## config.mk

```make
export PLATFORM = sky130hd
export DESIGN_NAME = fixed_timestep_tick_scheduler_top
export DESIGN_NICKNAME = d
export VERILOG_FILES = /design/src/ftts_pkg.sv /design/src/ftts_sub_unit.sv /design/src/ftts_cfg_regs.sv /design/src/fixed_timestep_tick_scheduler_top.sv
export SDC_FILE = /design/constraint.sdc
export NUM_CORES = 1
export LEC_CHECK = 0
export ABC_AREA = 0
export BUFFER_PORTS_ARGS = -buffer_cell sky130_fd_sc_hd__buf_2
export CAP_MARGIN = 25
export CORE_MARGIN = 5
export CORE_UTILIZATION = 63
export CTS_BUF_LIST = sky130_fd_sc_hd__clkbuf_8
export DETAILED_ROUTE_END_ITERATION = 7
export PLACE_DENSITY = 0.8
export SLEW_MARGIN = 15
export SYNTH_ARGS = -nofsm -noshare
export SYNTH_HDL_FRONTEND = slang
export SYNTH_SLANG_ARGS = --single-unit
export TNS_END_PERCENT = 100
```

## constraint.sdc

```tcl
create_clock -name i_clk -period 15.35 [get_ports i_clk]
set_clock_uncertainty 0.2 [all_clocks]
set_input_delay 3.07 -clock i_clk [delete_from_list [all_inputs] [get_ports i_clk]]
set_output_delay 3.07 -clock i_clk [all_outputs]
set_load 0.005 [all_outputs]
```

## src/ftts_pkg.sv

```systemverilog
// Package with shared types and constants for the fixed-timestep tick scheduler.
`default_nettype none

package ftts_pkg;

    // Field widths.
    localparam int PERIOD_W = 20;
    localparam int FRAME_W  = 20;
    localparam int SCALE_W  = 11;
    localparam int CNT_W    = 6;
    localparam int ACC_W    = 22;
    localparam int STEP_W   = 22;
    localparam int SIM_W    = 48;
    localparam int ALPHA_W  = 17;
    localparam int DROP_W   = 21;
    localparam int CIDX_W   = 8;
    localparam int CDATA_W  = 20;

    // Most ticks in one frame and saturation level of pending step requests.
    localparam logic [CNT_W:0] MAX_TICKS = 7'd32;

    // Largest time scale, 4.0 in Q3.8.
    localparam logic [SCALE_W-1:0] SCALE_MAX = 11'd1024;

    // Register reset values.
    localparam logic [PERIOD_W-1:0] RST_TICK_PERIOD = 20'd16667;
    localparam logic [CNT_W-1:0]    RST_MAX_CATCHUP = 6'd8;
    localparam logic [FRAME_W-1:0]  RST_MAX_FRAME   = 20'd250000;
    localparam logic [SCALE_W-1:0]  RST_TIME_SCALE  = 11'd256;

    // Output item kinds.
    localparam logic KIND_TICK    = 1'b0;
    localparam logic KIND_SUMMARY = 1'b1;

    // Configuration register indexes.
    typedef enum logic [CIDX_W-1:0] {
        CFG_TICK_PERIOD = 8'd0,
        CFG_MAX_CATCHUP = 8'd1,
        CFG_MAX_FRAME   = 8'd2,
        CFG_TIME_SCALE  = 8'd3
    } t_cfg_idx;

    // Effective configuration after the special-value rules are applied.
    typedef struct packed {
        logic [PERIOD_W-1:0] period;
        logic [CNT_W-1:0]    limit;
        logic [FRAME_W-1:0]  max_frame;
        logic [SCALE_W-1:0]  scale;
    } t_cfg;

    // Result of the shared compare and subtract unit.
    typedef struct packed {
        logic             ge;
        logic [ACC_W-1:0] diff;
    } t_sub_res;

endpackage

`default_nettype wire

```

## src/ftts_sub_unit.sv

```systemverilog
// Shared compare and subtract unit against the tick period.
`default_nettype none

module ftts_sub_unit (
    input  wire logic [ftts_pkg::ACC_W-1:0]    i_a,
    input  wire logic [ftts_pkg::PERIOD_W-1:0] i_period,
    output ftts_pkg::t_sub_res                 o_res
);
    import ftts_pkg::*;

    logic [ACC_W-1:0] w_period_ext;

    // One wide compare and subtract, used by the tick loop and both divisions.
    always_comb begin
        w_period_ext = {{(ACC_W-PERIOD_W){1'b0}}, i_period};
        o_res.ge     = (i_a >= w_period_ext);
        o_res.diff   = i_a - w_period_ext;
    end

endmodule

`default_nettype wire

```

## src/ftts_cfg_regs.sv

```systemverilog
// Configuration registers and their effective values.
`default_nettype none

module ftts_cfg_regs (
    input  wire logic                         i_clk,
    input  wire logic                         i_rst_n,
    input  wire logic                         i_cfg_valid,
    input  wire logic                         i_cfg_ready,
    input  wire logic [ftts_pkg::CIDX_W-1:0]  i_cfg_index,
    input  wire logic [ftts_pkg::CDATA_W-1:0] i_cfg_data,
    output ftts_pkg::t_cfg                    o_cfg
);
    import ftts_pkg::*;

    logic [PERIOD_W-1:0] r_tick_period;
    logic [CNT_W-1:0]    r_max_catchup;
    logic [FRAME_W-1:0]  r_max_frame;
    logic [SCALE_W-1:0]  r_time_scale;

    // Register writes; unknown indexes are ignored.
    always_ff @(posedge i_clk) begin
        if (!i_rst_n) begin
            r_tick_period <= RST_TICK_PERIOD;
            r_max_catchup <= RST_MAX_CATCHUP;
            r_max_frame   <= RST_MAX_FRAME;
            r_time_scale  <= RST_TIME_SCALE;
        end else if (i_cfg_valid && i_cfg_ready) begin
            case (i_cfg_index)
                CFG_TICK_PERIOD: r_tick_period <= i_cfg_data[PERIOD_W-1:0];
                CFG_MAX_CATCHUP: r_max_catchup <= i_cfg_data[CNT_W-1:0];
                CFG_MAX_FRAME:   r_max_frame   <= i_cfg_data[FRAME_W-1:0];
                CFG_TIME_SCALE:  r_time_scale  <= i_cfg_data[SCALE_W-1:0];
                default: ;
            endcase
        end
    end

    // A zero period acts as one, and scale and catch-up limit saturate.
    always_comb begin
        o_cfg.period    = (r_tick_period == '0) ? PERIOD_W'(1) : r_tick_period;
        o_cfg.limit     = ({1'b0, r_max_catchup} > MAX_TICKS) ?
                          MAX_TICKS[CNT_W-1:0] : r_max_catchup;
        o_cfg.max_frame = r_max_frame;
        o_cfg.scale     = (r_time_scale > SCALE_MAX) ? SCALE_MAX : r_time_scale;
    end

endmodule

`default_nettype wire

```

## src/fixed_timestep_tick_scheduler_top.sv

```systemverilog
// Fixed-timestep tick scheduler: sequencer around one shared compare/subtract unit.
// A paused frame emits its pending ticks; a running frame emits its ticks, then runs a
// bit-serial modulo of the 22-bit accumulator when backlog is dropped, and computes
// alpha with a 16-step restoring division on the unit.
// One frame is in work at a time; each result waits while the output is stalled.
// Synchronous active-low reset clears the accumulator, simulation time and pending steps.
`default_nettype none

module fixed_timestep_tick_scheduler_top (
    input  wire logic                                i_clk,
    input  wire logic                                i_rst_n,
    // Frame input channel.
    input  wire logic                                i_valid,
    output logic                                     o_stall,
    input  wire logic signed [31:0]                  i_frame_us,
    input  wire logic                                i_paused,
    input  wire logic [ftts_pkg::CNT_W-1:0]          i_new_steps,
    // Result output channel.
    output logic                                     o_valid,
    input  wire logic                                i_stall,
    output logic                                     o_kind,
    output logic [ftts_pkg::STEP_W-1:0]              o_tick_sim_us,
    output logic [ftts_pkg::SIM_W-1:0]               o_sim_time_us,
    output logic [ftts_pkg::CNT_W-1:0]               o_ticks_in_frame,
    output logic [ftts_pkg::ALPHA_W-1:0]             o_alpha_q16,
    output logic                                     o_backlog_dropped,
    output logic [ftts_pkg::DROP_W-1:0]              o_dropped_us,
    output logic [ftts_pkg::FRAME_W-1:0]             o_clamped_us,
    output logic                                     o_last,
    // Configuration write channel.
    input  wire logic                                i_cfg_valid,
    output logic                                     o_cfg_ready,
    input  wire logic [ftts_pkg::CIDX_W-1:0]         i_cfg_index,
    input  wire logic [ftts_pkg::CDATA_W-1:0]        i_cfg_data
);
    import ftts_pkg::*;

    typedef enum logic [2:0] {
        S_IDLE,
        S_PREP,
        S_TICK,
        S_MOD,
        S_MODFIN,
        S_ALPHA,
        S_SUM
    } t_state;

    localparam int PROD_W = PERIOD_W + SCALE_W;
    localparam logic [4:0] MOD_STEPS   = 5'(ACC_W - 1);
    localparam logic [4:0] ALPHA_STEPS = 5'd15;

    t_cfg     w_cfg;
    t_sub_res w_unit;

    t_state               r_state;
    logic [31:0]          r_raw;
    logic                 r_paused;
    logic [CNT_W-1:0]     r_add;
    logic [FRAME_W-1:0]   r_clamped;
    logic [STEP_W-1:0]    r_step;
    logic [CNT_W-1:0]     r_pend;
    logic [ACC_W-1:0]     r_acc;
    logic [CNT_W-1:0]     r_n;
    logic                 r_drop;
    logic [DROP_W-1:0]    r_dropped;
    logic [15:0]          r_alpha;
    logic [PERIOD_W-1:0]  r_rem;
    logic [ACC_W-1:0]     r_dvd;
    logic [4:0]           r_cnt;

    // Architectural state.
    logic [DROP_W-1:0]    r_accum;
    logic [SIM_W-1:0]     r_sim;
    logic [CNT_W-1:0]     r_pending;

    // Output register.
    logic                 r_out_valid;
    logic                 r_o_kind;
    logic [STEP_W-1:0]    r_o_tick;
    logic [SIM_W-1:0]     r_o_sim;
    logic [CNT_W-1:0]     r_o_ticks;
    logic [ALPHA_W-1:0]   r_o_alpha;
    logic                 r_o_drop;
    logic [DROP_W-1:0]    r_o_dropped;
    logic [FRAME_W-1:0]   r_o_clamped;
    logic                 r_o_last;

    logic [ACC_W-1:0]     w_unit_a;
    logic [FRAME_W-1:0]   w_clamped;
    logic [PROD_W-1:0]    w_prod;
    logic [CNT_W:0]       w_pend_sum;
    logic [CNT_W-1:0]     w_pend_sat;
    logic [ACC_W-1:0]     w_acc_sum;
    logic [PERIOD_W-1:0]  w_rem_step;
    logic [ACC_W-1:0]     w_drop_diff;
    logic [SIM_W-1:0]     w_sim_next;
    logic                 w_out_free;

    ftts_cfg_regs u_cfg (
        .i_clk       (i_clk),
        .i_rst_n     (i_rst_n),
        .i_cfg_valid (i_cfg_valid),
        .i_cfg_ready (o_cfg_ready),
        .i_cfg_index (i_cfg_index),
        .i_cfg_data  (i_cfg_data),
        .o_cfg       (w_cfg)
    );

    // Operand of the shared unit depends on the phase of the sequencer.
    always_comb begin
        case (r_state)
            S_MOD:   w_unit_a = {1'b0, r_rem, r_dvd[ACC_W-1]};
            S_ALPHA: w_unit_a = {1'b0, r_rem, 1'b0};
            default: w_unit_a = r_acc;
        endcase
    end

    ftts_sub_unit u_sub (
        .i_a      (w_unit_a),
        .i_period (w_cfg.period),
        .o_res    (w_unit)
    );

    // Per-frame setup values: clamp, scaled step, pending requests, new accumulator.
    always_comb begin
        if (r_raw[31]) begin
            w_clamped = '0;
        end else if (r_raw[30:0] > {{(31-FRAME_W){1'b0}}, w_cfg.max_frame}) begin
            w_clamped = w_cfg.max_frame;
        end else begin
            w_clamped = r_raw[FRAME_W-1:0];
        end
        w_prod      = {{SCALE_W{1'b0}}, w_cfg.period} * {{PERIOD_W{1'b0}}, w_cfg.scale};
        w_pend_sum  = {1'b0, r_pending} + {1'b0, r_add};
        w_pend_sat  = (w_pend_sum > MAX_TICKS) ? MAX_TICKS[CNT_W-1:0] : w_pend_sum[CNT_W-1:0];
        w_acc_sum   = {1'b0, r_accum} + {{(ACC_W-FRAME_W){1'b0}}, w_clamped};
        w_rem_step  = w_unit.ge ? w_unit.diff[PERIOD_W-1:0] : w_unit_a[PERIOD_W-1:0];
        w_drop_diff = r_acc - {{(ACC_W-PERIOD_W){1'b0}}, r_rem};
        w_sim_next  = r_sim + {{(SIM_W-STEP_W){1'b0}}, r_step};
        w_out_free  = !r_out_valid || !i_stall;
    end

    // Sequencer, state and output register.
    always_ff @(posedge i_clk) begin
        if (!i_rst_n) begin
            r_state     <= S_IDLE;
            r_out_valid <= 1'b0;
            r_accum     <= '0;
            r_sim       <= '0;
            r_pending   <= '0;
        end else begin
            // The output register empties when its transfer completes.
            if (!i_stall) begin
                r_out_valid <= 1'b0;
            end

            case (r_state)
                S_IDLE: begin
                    if (i_valid) begin
                        r_raw    <= i_frame_us;
                        r_paused <= i_paused;
                        r_add    <= i_new_steps;
                        r_state  <= S_PREP;
                    end
                end

                S_PREP: begin
                    r_clamped <= w_clamped;
                    r_step    <= w_prod[STEP_W+7:8];
                    r_pend    <= w_pend_sat;
                    r_pending <= r_paused ? '0 : w_pend_sat;
                    r_acc     <= r_paused ? '0 : w_acc_sum;
                    r_n       <= '0;
                    r_drop    <= 1'b0;
                    r_dropped <= '0;
                    r_alpha   <= '0;
                    r_state   <= S_TICK;
                end

                S_TICK: begin
                    if (r_paused) begin
                        // Paused: run every pending step request.
                        if (r_pend == '0) begin
                            r_state <= S_SUM;
                        end else if (w_out_free) begin
                            r_out_valid <= 1'b1;
                            r_o_kind    <= KIND_TICK;
                            r_o_tick    <= r_step;
                            r_o_sim     <= w_sim_next;
                            r_o_ticks   <= '0;
                            r_o_alpha   <= '0;
                            r_o_drop    <= 1'b0;
                            r_o_dropped <= '0;
                            r_o_clamped <= '0;
                            r_o_last    <= 1'b0;
                            r_sim       <= w_sim_next;
                            r_pend      <= r_pend - CNT_W'(1);
                            r_n         <= r_n + CNT_W'(1);
                        end
                    end else if (w_unit.ge && (r_n < w_cfg.limit)) begin
                        // Running: one tick per whole period up to the limit.
                        if (w_out_free) begin
                            r_out_valid <= 1'b1;
                            r_o_kind    <= KIND_TICK;
                            r_o_tick    <= r_step;
                            r_o_sim     <= w_sim_next;
                            r_o_ticks   <= '0;
                            r_o_alpha   <= '0;
                            r_o_drop    <= 1'b0;
                            r_o_dropped <= '0;
                            r_o_clamped <= '0;
                            r_o_last    <= 1'b0;
                            r_sim       <= w_sim_next;
                            r_acc       <= w_unit.diff;
                            r_n         <= r_n + CNT_W'(1);
                        end
                    end else if (w_unit.ge) begin
                        // Limit reached with backlog left: reduce it modulo the period.
                        r_rem   <= '0;
                        r_dvd   <= r_acc;
                        r_cnt   <= MOD_STEPS;
                        r_state <= S_MOD;
                    end else begin
                        r_accum <= r_acc[DROP_W-1:0];
                        r_rem   <= r_acc[PERIOD_W-1:0];
                        r_cnt   <= ALPHA_STEPS;
                        r_state <= S_ALPHA;
                    end
                end

                S_MOD: begin
                    // One remainder bit per cycle.
                    r_rem <= w_rem_step;
                    r_dvd <= {r_dvd[ACC_W-2:0], 1'b0};
                    r_cnt <= r_cnt - 5'd1;
                    if (r_cnt == '0) begin
                        r_state <= S_MODFIN;
                    end
                end

                S_MODFIN: begin
                    r_drop    <= 1'b1;
                    r_dropped <= w_drop_diff[DROP_W-1:0];
                    r_acc     <= {{(ACC_W-PERIOD_W){1'b0}}, r_rem};
                    r_accum   <= {{(DROP_W-PERIOD_W){1'b0}}, r_rem};
                    r_cnt     <= ALPHA_STEPS;
                    r_state   <= S_ALPHA;
                end

                S_ALPHA: begin
                    // Restoring division of accumulator * 65536 by the period.
                    r_rem   <= w_rem_step;
                    r_alpha <= {r_alpha[14:0], w_unit.ge};
                    r_cnt   <= r_cnt - 5'd1;
                    if (r_cnt == '0) begin
                        r_state <= S_SUM;
                    end
                end

                S_SUM: begin
                    if (r_paused) begin
                        r_accum <= '0;
                    end
                    if (w_out_free) begin
                        r_out_valid <= 1'b1;
                        r_o_kind    <= KIND_SUMMARY;
                        r_o_tick    <= '0;
                        r_o_sim     <= r_sim;
                        r_o_ticks   <= r_n;
                        r_o_alpha   <= {1'b0, r_alpha};
                        r_o_drop    <= r_drop;
                        r_o_dropped <= r_dropped;
                        r_o_clamped <= r_clamped;
                        r_o_last    <= 1'b1;
                        r_state     <= S_IDLE;
                    end
                end

                default: r_state <= S_IDLE;
            endcase
        end
    end

    // Port drive.
    assign o_stall           = (r_state != S_IDLE);
    assign o_cfg_ready       = 1'b1;
    assign o_valid           = r_out_valid;
    assign o_kind            = r_o_kind;
    assign o_tick_sim_us     = r_o_tick;
    assign o_sim_time_us     = r_o_sim;
    assign o_ticks_in_frame  = r_o_ticks;
    assign o_alpha_q16       = r_o_alpha;
    assign o_backlog_dropped = r_o_drop;
    assign o_dropped_us      = r_o_dropped;
    assign o_clamped_us      = r_o_clamped;
    assign o_last            = r_o_last;

endmodule

`default_nettype wire

```

# Word level (Yosys, flattened, before mapping)
# Cells that the tools add are included.
totals:
  out_inout_bits: 140
  word_cells: 228
  input_bits: 72
  regBits: 473
op_classes:
  multipliers: 1
  mux: 115
  order_cmp: 6
  n_eq_ne: 27
  reduce_logical: 39
  addsub: 8
op_table:
  columns: ["operator", "count"]
  rows:
  - ["$mux 48", 9]
  - ["$mux 22", 12]
  - ["$mux 20", 12]
  - ["$mux 21", 9]
  - ["$pmux 22 s2", 3]
  - ["$pmux 48 s2", 1]
  - ["$mux 6", 15]
  - ["$mux 17", 5]
  - ["$pmux 21 s2", 2]
  - ["$pmux 20 s2", 2]
  - ["$pmux 22 s3", 1]
  - ["$pmux 21 s3", 1]
  - ["$add 48x22->48", 1]
  - ["$pmux 6 s2", 3]
  - ["$pmux 17 s2", 1]
  - ["$pmux 16 s2", 1]
  - ["$gt 31x20->1", 1]
  - ["$mul 20x11->30", 1]
  - ["$ne 2x2->1 const B", 14]
  - ["$reduce_and 5->1", 5]
  - ["$mux 3", 8]
  - ["$add 21x20->22", 1]
  - ["$ge 22x20->1", 1]
  - ["$sub 22x20->22", 1]
  - ["36 further kinds", 86]

# Depth between registers and ports, before layout
depth:
  ltp_word: 7
  mapped_depth: 25

# Cells and area by module
# Synthesis repeated with hierarchy kept, for this count alone.
hier_totals:
  cells_unflattened: 3222
  area_unflattened_um2: 31407.6
modules_own_cells:
  columns: ["mod", "cells_each", "n_inst", "area_each_um2"]
  rows:
  - ["fixed_timestep_tick_scheduler_top", 2777, 1, 27730.3]
  - ["ftts_cfg_regs", 267, 1, 2462.4]
  - ["ftts_sub_unit", 178, 1, 1214.9]

# Worst setup path after synthesis
# No wires, ideal clock.
synth_timing:
  kind: "in2reg"
  from: "input port i_stall"
  to: "register r_o_alpha[0], in the netlist o_alpha_q16[0], enable pin"
  path_stages: 4
  t_arrival_ps: 11211
  path_buffers: 2
  setup_slack_ps: 3219
  required_ps: 14430
  cell_sequence: "and2_1 clkbuf_1 clkbuf_1 nor3_1"
synth_between:
  elab_chain_len: 4
synth_rtl:
  columns: ["item", "line_no", "source"]
  rows:
  - ["start, declared", "fixed_timestep_tick_scheduler_top.sv:20", "input wire logic i_stall,"]
  - ["$logic_not 1->1", null, null]
  - ["$logic_or 1x1->1", "fixed_timestep_tick_scheduler_top.sv:140", "w_out_free = !r_out_valid || !i_stall;"]
  - ["$ne 2x2->1 (no line)", null, null]
  - ["$reduce_and 5->1 (no line)", null, null]
  - ["end signal, assigned", "fixed_timestep_tick_scheduler_top.sv:270", "r_o_alpha <= {1'b0, r_alpha};"]
  - ["end, declared", "fixed_timestep_tick_scheduler_top.sv:82", "logic [ALPHA_W-1:0] r_o_alpha;"]
# No other way between the ends.
# A chain may end at the register's enable or synchronous reset.

# Final worst setup path
layout_timing:
  from: "register u_cfg.r_tick_period[11]"
  to: "register r_step[21] (data pin)"
layout_between:
  elab_chain_len: 3
layout_rtl:
  columns: ["item", "line_no", "source"]
  rows:
  - ["start, declared", "ftts_cfg_regs.sv:15", "logic [PERIOD_W-1:0] r_tick_period;"]
  - ["start signal, assigned", "ftts_cfg_regs.sv:29", "CFG_TICK_PERIOD: r_tick_period <= i_cfg_data[PERIOD_W-1:0];"]
  - ["$logic_not 20->1", "ftts_cfg_regs.sv:40", "o_cfg.period = (r_tick_period == '0) ? PERIOD_W'(1) : r_tick_period;"]
  - ["$mux 20 *", "ftts_cfg_regs.sv:40", null]
  - ["$mul 20x11->30 *", "fixed_timestep_tick_scheduler_top.sv:133", "w_prod = {{SCALE_W{1'b0}}, w_cfg.period} * {{PERIOD_W{1'b0}}, w_cfg.scale};"]
  - ["named net w_prod[29]", "fixed_timestep_tick_scheduler_top.sv:90", "logic [PROD_W-1:0] w_prod;"]
  - ["end signal, assigned", "fixed_timestep_tick_scheduler_top.sv:169", "r_step <= w_prod[STEP_W+7:8];"]
  - ["end, declared", "fixed_timestep_tick_scheduler_top.sv:60", "logic [STEP_W-1:0] r_step;"]
# The timed path passes the listed nets; every way through them passes the cells marked *.

==> impl_results.md <==
- Status: completed
- Share of the synthesized area in the top cell type: between 30% and 40%
- Final GP Congestion: 0.910
- Largest net degree at the start of global routing: a little over 90
- Sequential share of the synthesized area: roughly 42%
- Fin Setup TNS: 0 ns
- Avg Inst Size Synth: just under 10 µm²
- Postcts setup bufs: 0
- Row cnt: 80
- RR Startpoint: u_cfg.r_tick_period[11]
- Fin. Hold Viols: 0
- Final Max Tran Viols: 0
- Dominant synthesized flop cell: edfxtp_1
- Total of max-cap violations: 0
- CP startpoint kind: flop
- Clock power frac: roughly 27%
- Synth area leader: edfxtp_1
- Unique masters post-synth: 75
- FF+latch count, synth: about 470
- Hold wc startpoint: r_accum[20]
- Area of the multi-input gates: approximately 16000 µm²
- Vias in the first global route: between 20000 and 25000
- Period utilization: 48.7%
- RSZ-0062 raised after global routing: false
- EDFF count, synth: 336
- Die area: around 53000 µm²
- IO Count: approximately 210
- Most frequent cell after synthesis: nand2_1
- Mapped Area: 30300 µm²
- Die width: between 200 and 250 µm
- Cells after synthesis: between 3000 and 4000
- CTS Root Cell: clkbuf_8
- Synth top cells by count: nand2_1, edfxtp_1, inv_1
- DR WL/cell: around 20 µm
- Die Y: 229 µm
- P&R area growth vs syn: 10.3%
- Final net count: 3659
- # DRC: 0
- Yosys warns: 0
- Worst min path class: flop to flop
- Flop-to-flop setup slack: between 7 and 8 ns
- Initial antenna violation count: 2
- Final Core Density: 70.2%
- Register area: ~13000 µm²
- Clock latency on the worst-skew pair: around 0.69 ns
- Initial Util: between 60% and 70%
- TritonCTS clock tree: yes
- Hold Buf Count CTS: 0
- HPWL Detailed: roughly 56000 µm
- Post-Layout Inst Area: approximately 33000 µm²
- Type of the worst setup path: flop to flop
- Drt first-iter violations: around 2400
- DR vias/cell: 5.94
- Power per cell area: 115 nW/µm²
- GRT Overall Usage: 28.9%
- Core area: about 48000 µm²
- Worst EP required: 15.57 ns
- Worst endpoint data arrival time: 7.70 ns
- Sw Ratio: 34.7%
- DRT Pass-1 Iters: 7
- Switch Pwr: around 0.0013 W
- Slew headroom: between 30% and 40%
- DR vias: about 23000
- Sequential share of power: a little over two fifths
- Int Power: 0.00250 W
- Post-CTS sizing: 0
- Clock Path Buffers: 3
- Net Count, Synth: approximately 3500
- CP Capture Type: flop
- Worst-path clk slew: about 0.06 ns
- IO buf count: 209
- H-tree depth: 3
- Fmax: 134 MHz
- Post-route ant nets: 0
- Tightest Pin Transition: ~1 ns
- Fill cells: approximately 3500
- Total CTS buffers: 80
- Leak: 14.5 nW
- Total grt overflow: 0
- Placed inst area: between 30000 and 40000 µm²
- First-pass GRT wire length: between 100000 and 150000 µm
- Crit. Startpoint: u_cfg.r_tick_period[11]
- Top post-synthesis cells by area: edfxtp_1, fa_1, dfxtp_1
- Layout cells sized above 1: about an eighth
- Setup WS post-layout: 7.87 ns
- Peak VDD IR: around 0.1 mV
- Worst-path fanout max: 14
- Final setup viols: 0
- Routed wire length: between 70000 and 80000 µm
- Final worst path period need: 7.48 ns
- Clock sinks: 472
- Logic pwr share: 29.2%
- Synth async-reset ratio: 0%
- Pre-CTS setup slack: between 7 and 8 ns
## kinds of logic after synthesis
kind of cell / synth area share [%]
simple gates: 16.6
flops: 42.3
mux: 2.46
xor+xnor: 4.07
compound gates: 10.8
other cells: 0.0248
fa+ha+maj: 18.3
buf+inv: 5.48
## final timing paths
kind	endpoint	cells after the start
worst max register to register	r_step[21]	24
worst min register to register	r_accum[20]	2
worst min-delay path	r_accum[20]	2
worst max-delay path	r_step[21]	24
## per-layer routing
layer | vias to the layer above | track usage (%) | wire [µm]
met4 | 2 | 9.92 | 2500
li1 | 10800 | - | -
met5 | - | 0 | 13
met2 | 1124 | 44.5 | 34700
met3 | 169 | 6.44 | 7290
met1 | 11200 | 41.1 | 32500
## sequential cells by signal, summed over array words and instances (netlist names), 16 cells and up
register / count
o_tick_sim_us: 22
o_alpha_q16: 16
r_sim: 48
r_raw: 32
u_cfg.r_tick_period: 20
u_cfg.r_max_frame: 20
r_clamped: 20
o_clamped_us: 20
r_dropped: 21
r_step: 22
r_dvd: 22
o_sim_time_us: 48
r_accum: 21
o_dropped_us: 21
r_acc: 22
r_rem: 20
r_alpha: 16
## area by class of cell
class / count / share of cell area [%]
tap: 615 / 2.30
inverter: 283 / 3.18
clock buffer: 82 / 3.38
clock inverter: 67 / 0.981
sequential: 472 / 38.3
multi-input combinational: 2152 / 47.6
timing repair buffer: 253 / 4.23
antenna: 1 / 0.00749
## cell usage in the layout, fill, tap and decap left out, drive strengths merged, types with 51 or more instances in the layout
cell    count
xor2       57
fa        164
dfxtp     136
and2      128
edfxtp    336
mux2i      51
xnor2      84
o21ai     105
and3       71
nor2      197
inv       316
clkbuf     82
buf       253
nand2     478
ha        181
a21oi     173
## power groups by stage
stage / clock, W / combinational (W) / sequential (W)
after floorplan: 0 / 0.000803 / 0.00166
after global placement: 0 / 0.00105 / 0.00169
after detailed placement: 0 / 0.00109 / 0.00169
after CTS: 0.00106 / 0.00110 / 0.00167
after global routing: 0.00112 / 0.00123 / 0.00168
final: 0.00104 / 0.00112 / 0.00167
## worst max-delay path, cell delays in order, from the launching register on
cell,delay (ns)
dfxtp_1,0.47
nor4_1,0.34
nand4_1,0.13
o41ai_1,0.29
buf_4,0.25
nand2_1,0.10
fa_1,0.56
fa_1,0.56
inv_1,0.06
fa_1,0.51
fa_1,0.54
inv_1,0.05
fa_1,0.53
inv_1,0.04
ha_1,0.34
a21o_1,0.17
a21oi_1,0.15
nor2b_1,0.09
o21bai_1,0.14
a31oi_1,0.15
o21ai_0,0.55
o221ai_1,0.41
a31o_2,0.35
a21oi_1,0.19
xnor2_1,0.09
## stage by stage
| stage | std cells | total power (W) | hold slack (ns) |
|---|---|---|---|
| 5_1_grt | 3924 | 0.00404 | 0.294 |
| 3_5_place_dp | 3774 | 0.00278 | 0.267 |
| 4_1_cts | 3923 | 0.00383 | 0.277 |
| 6_report | 3925 | 0.00384 | 0.284 |
| 3_3_place_gp | 3769 | 0.00273 | 0.256 |
| 2_1_floorplan | 3059 | 0.00246 | 0.236 |
Power figures use the tool's default switching activity.
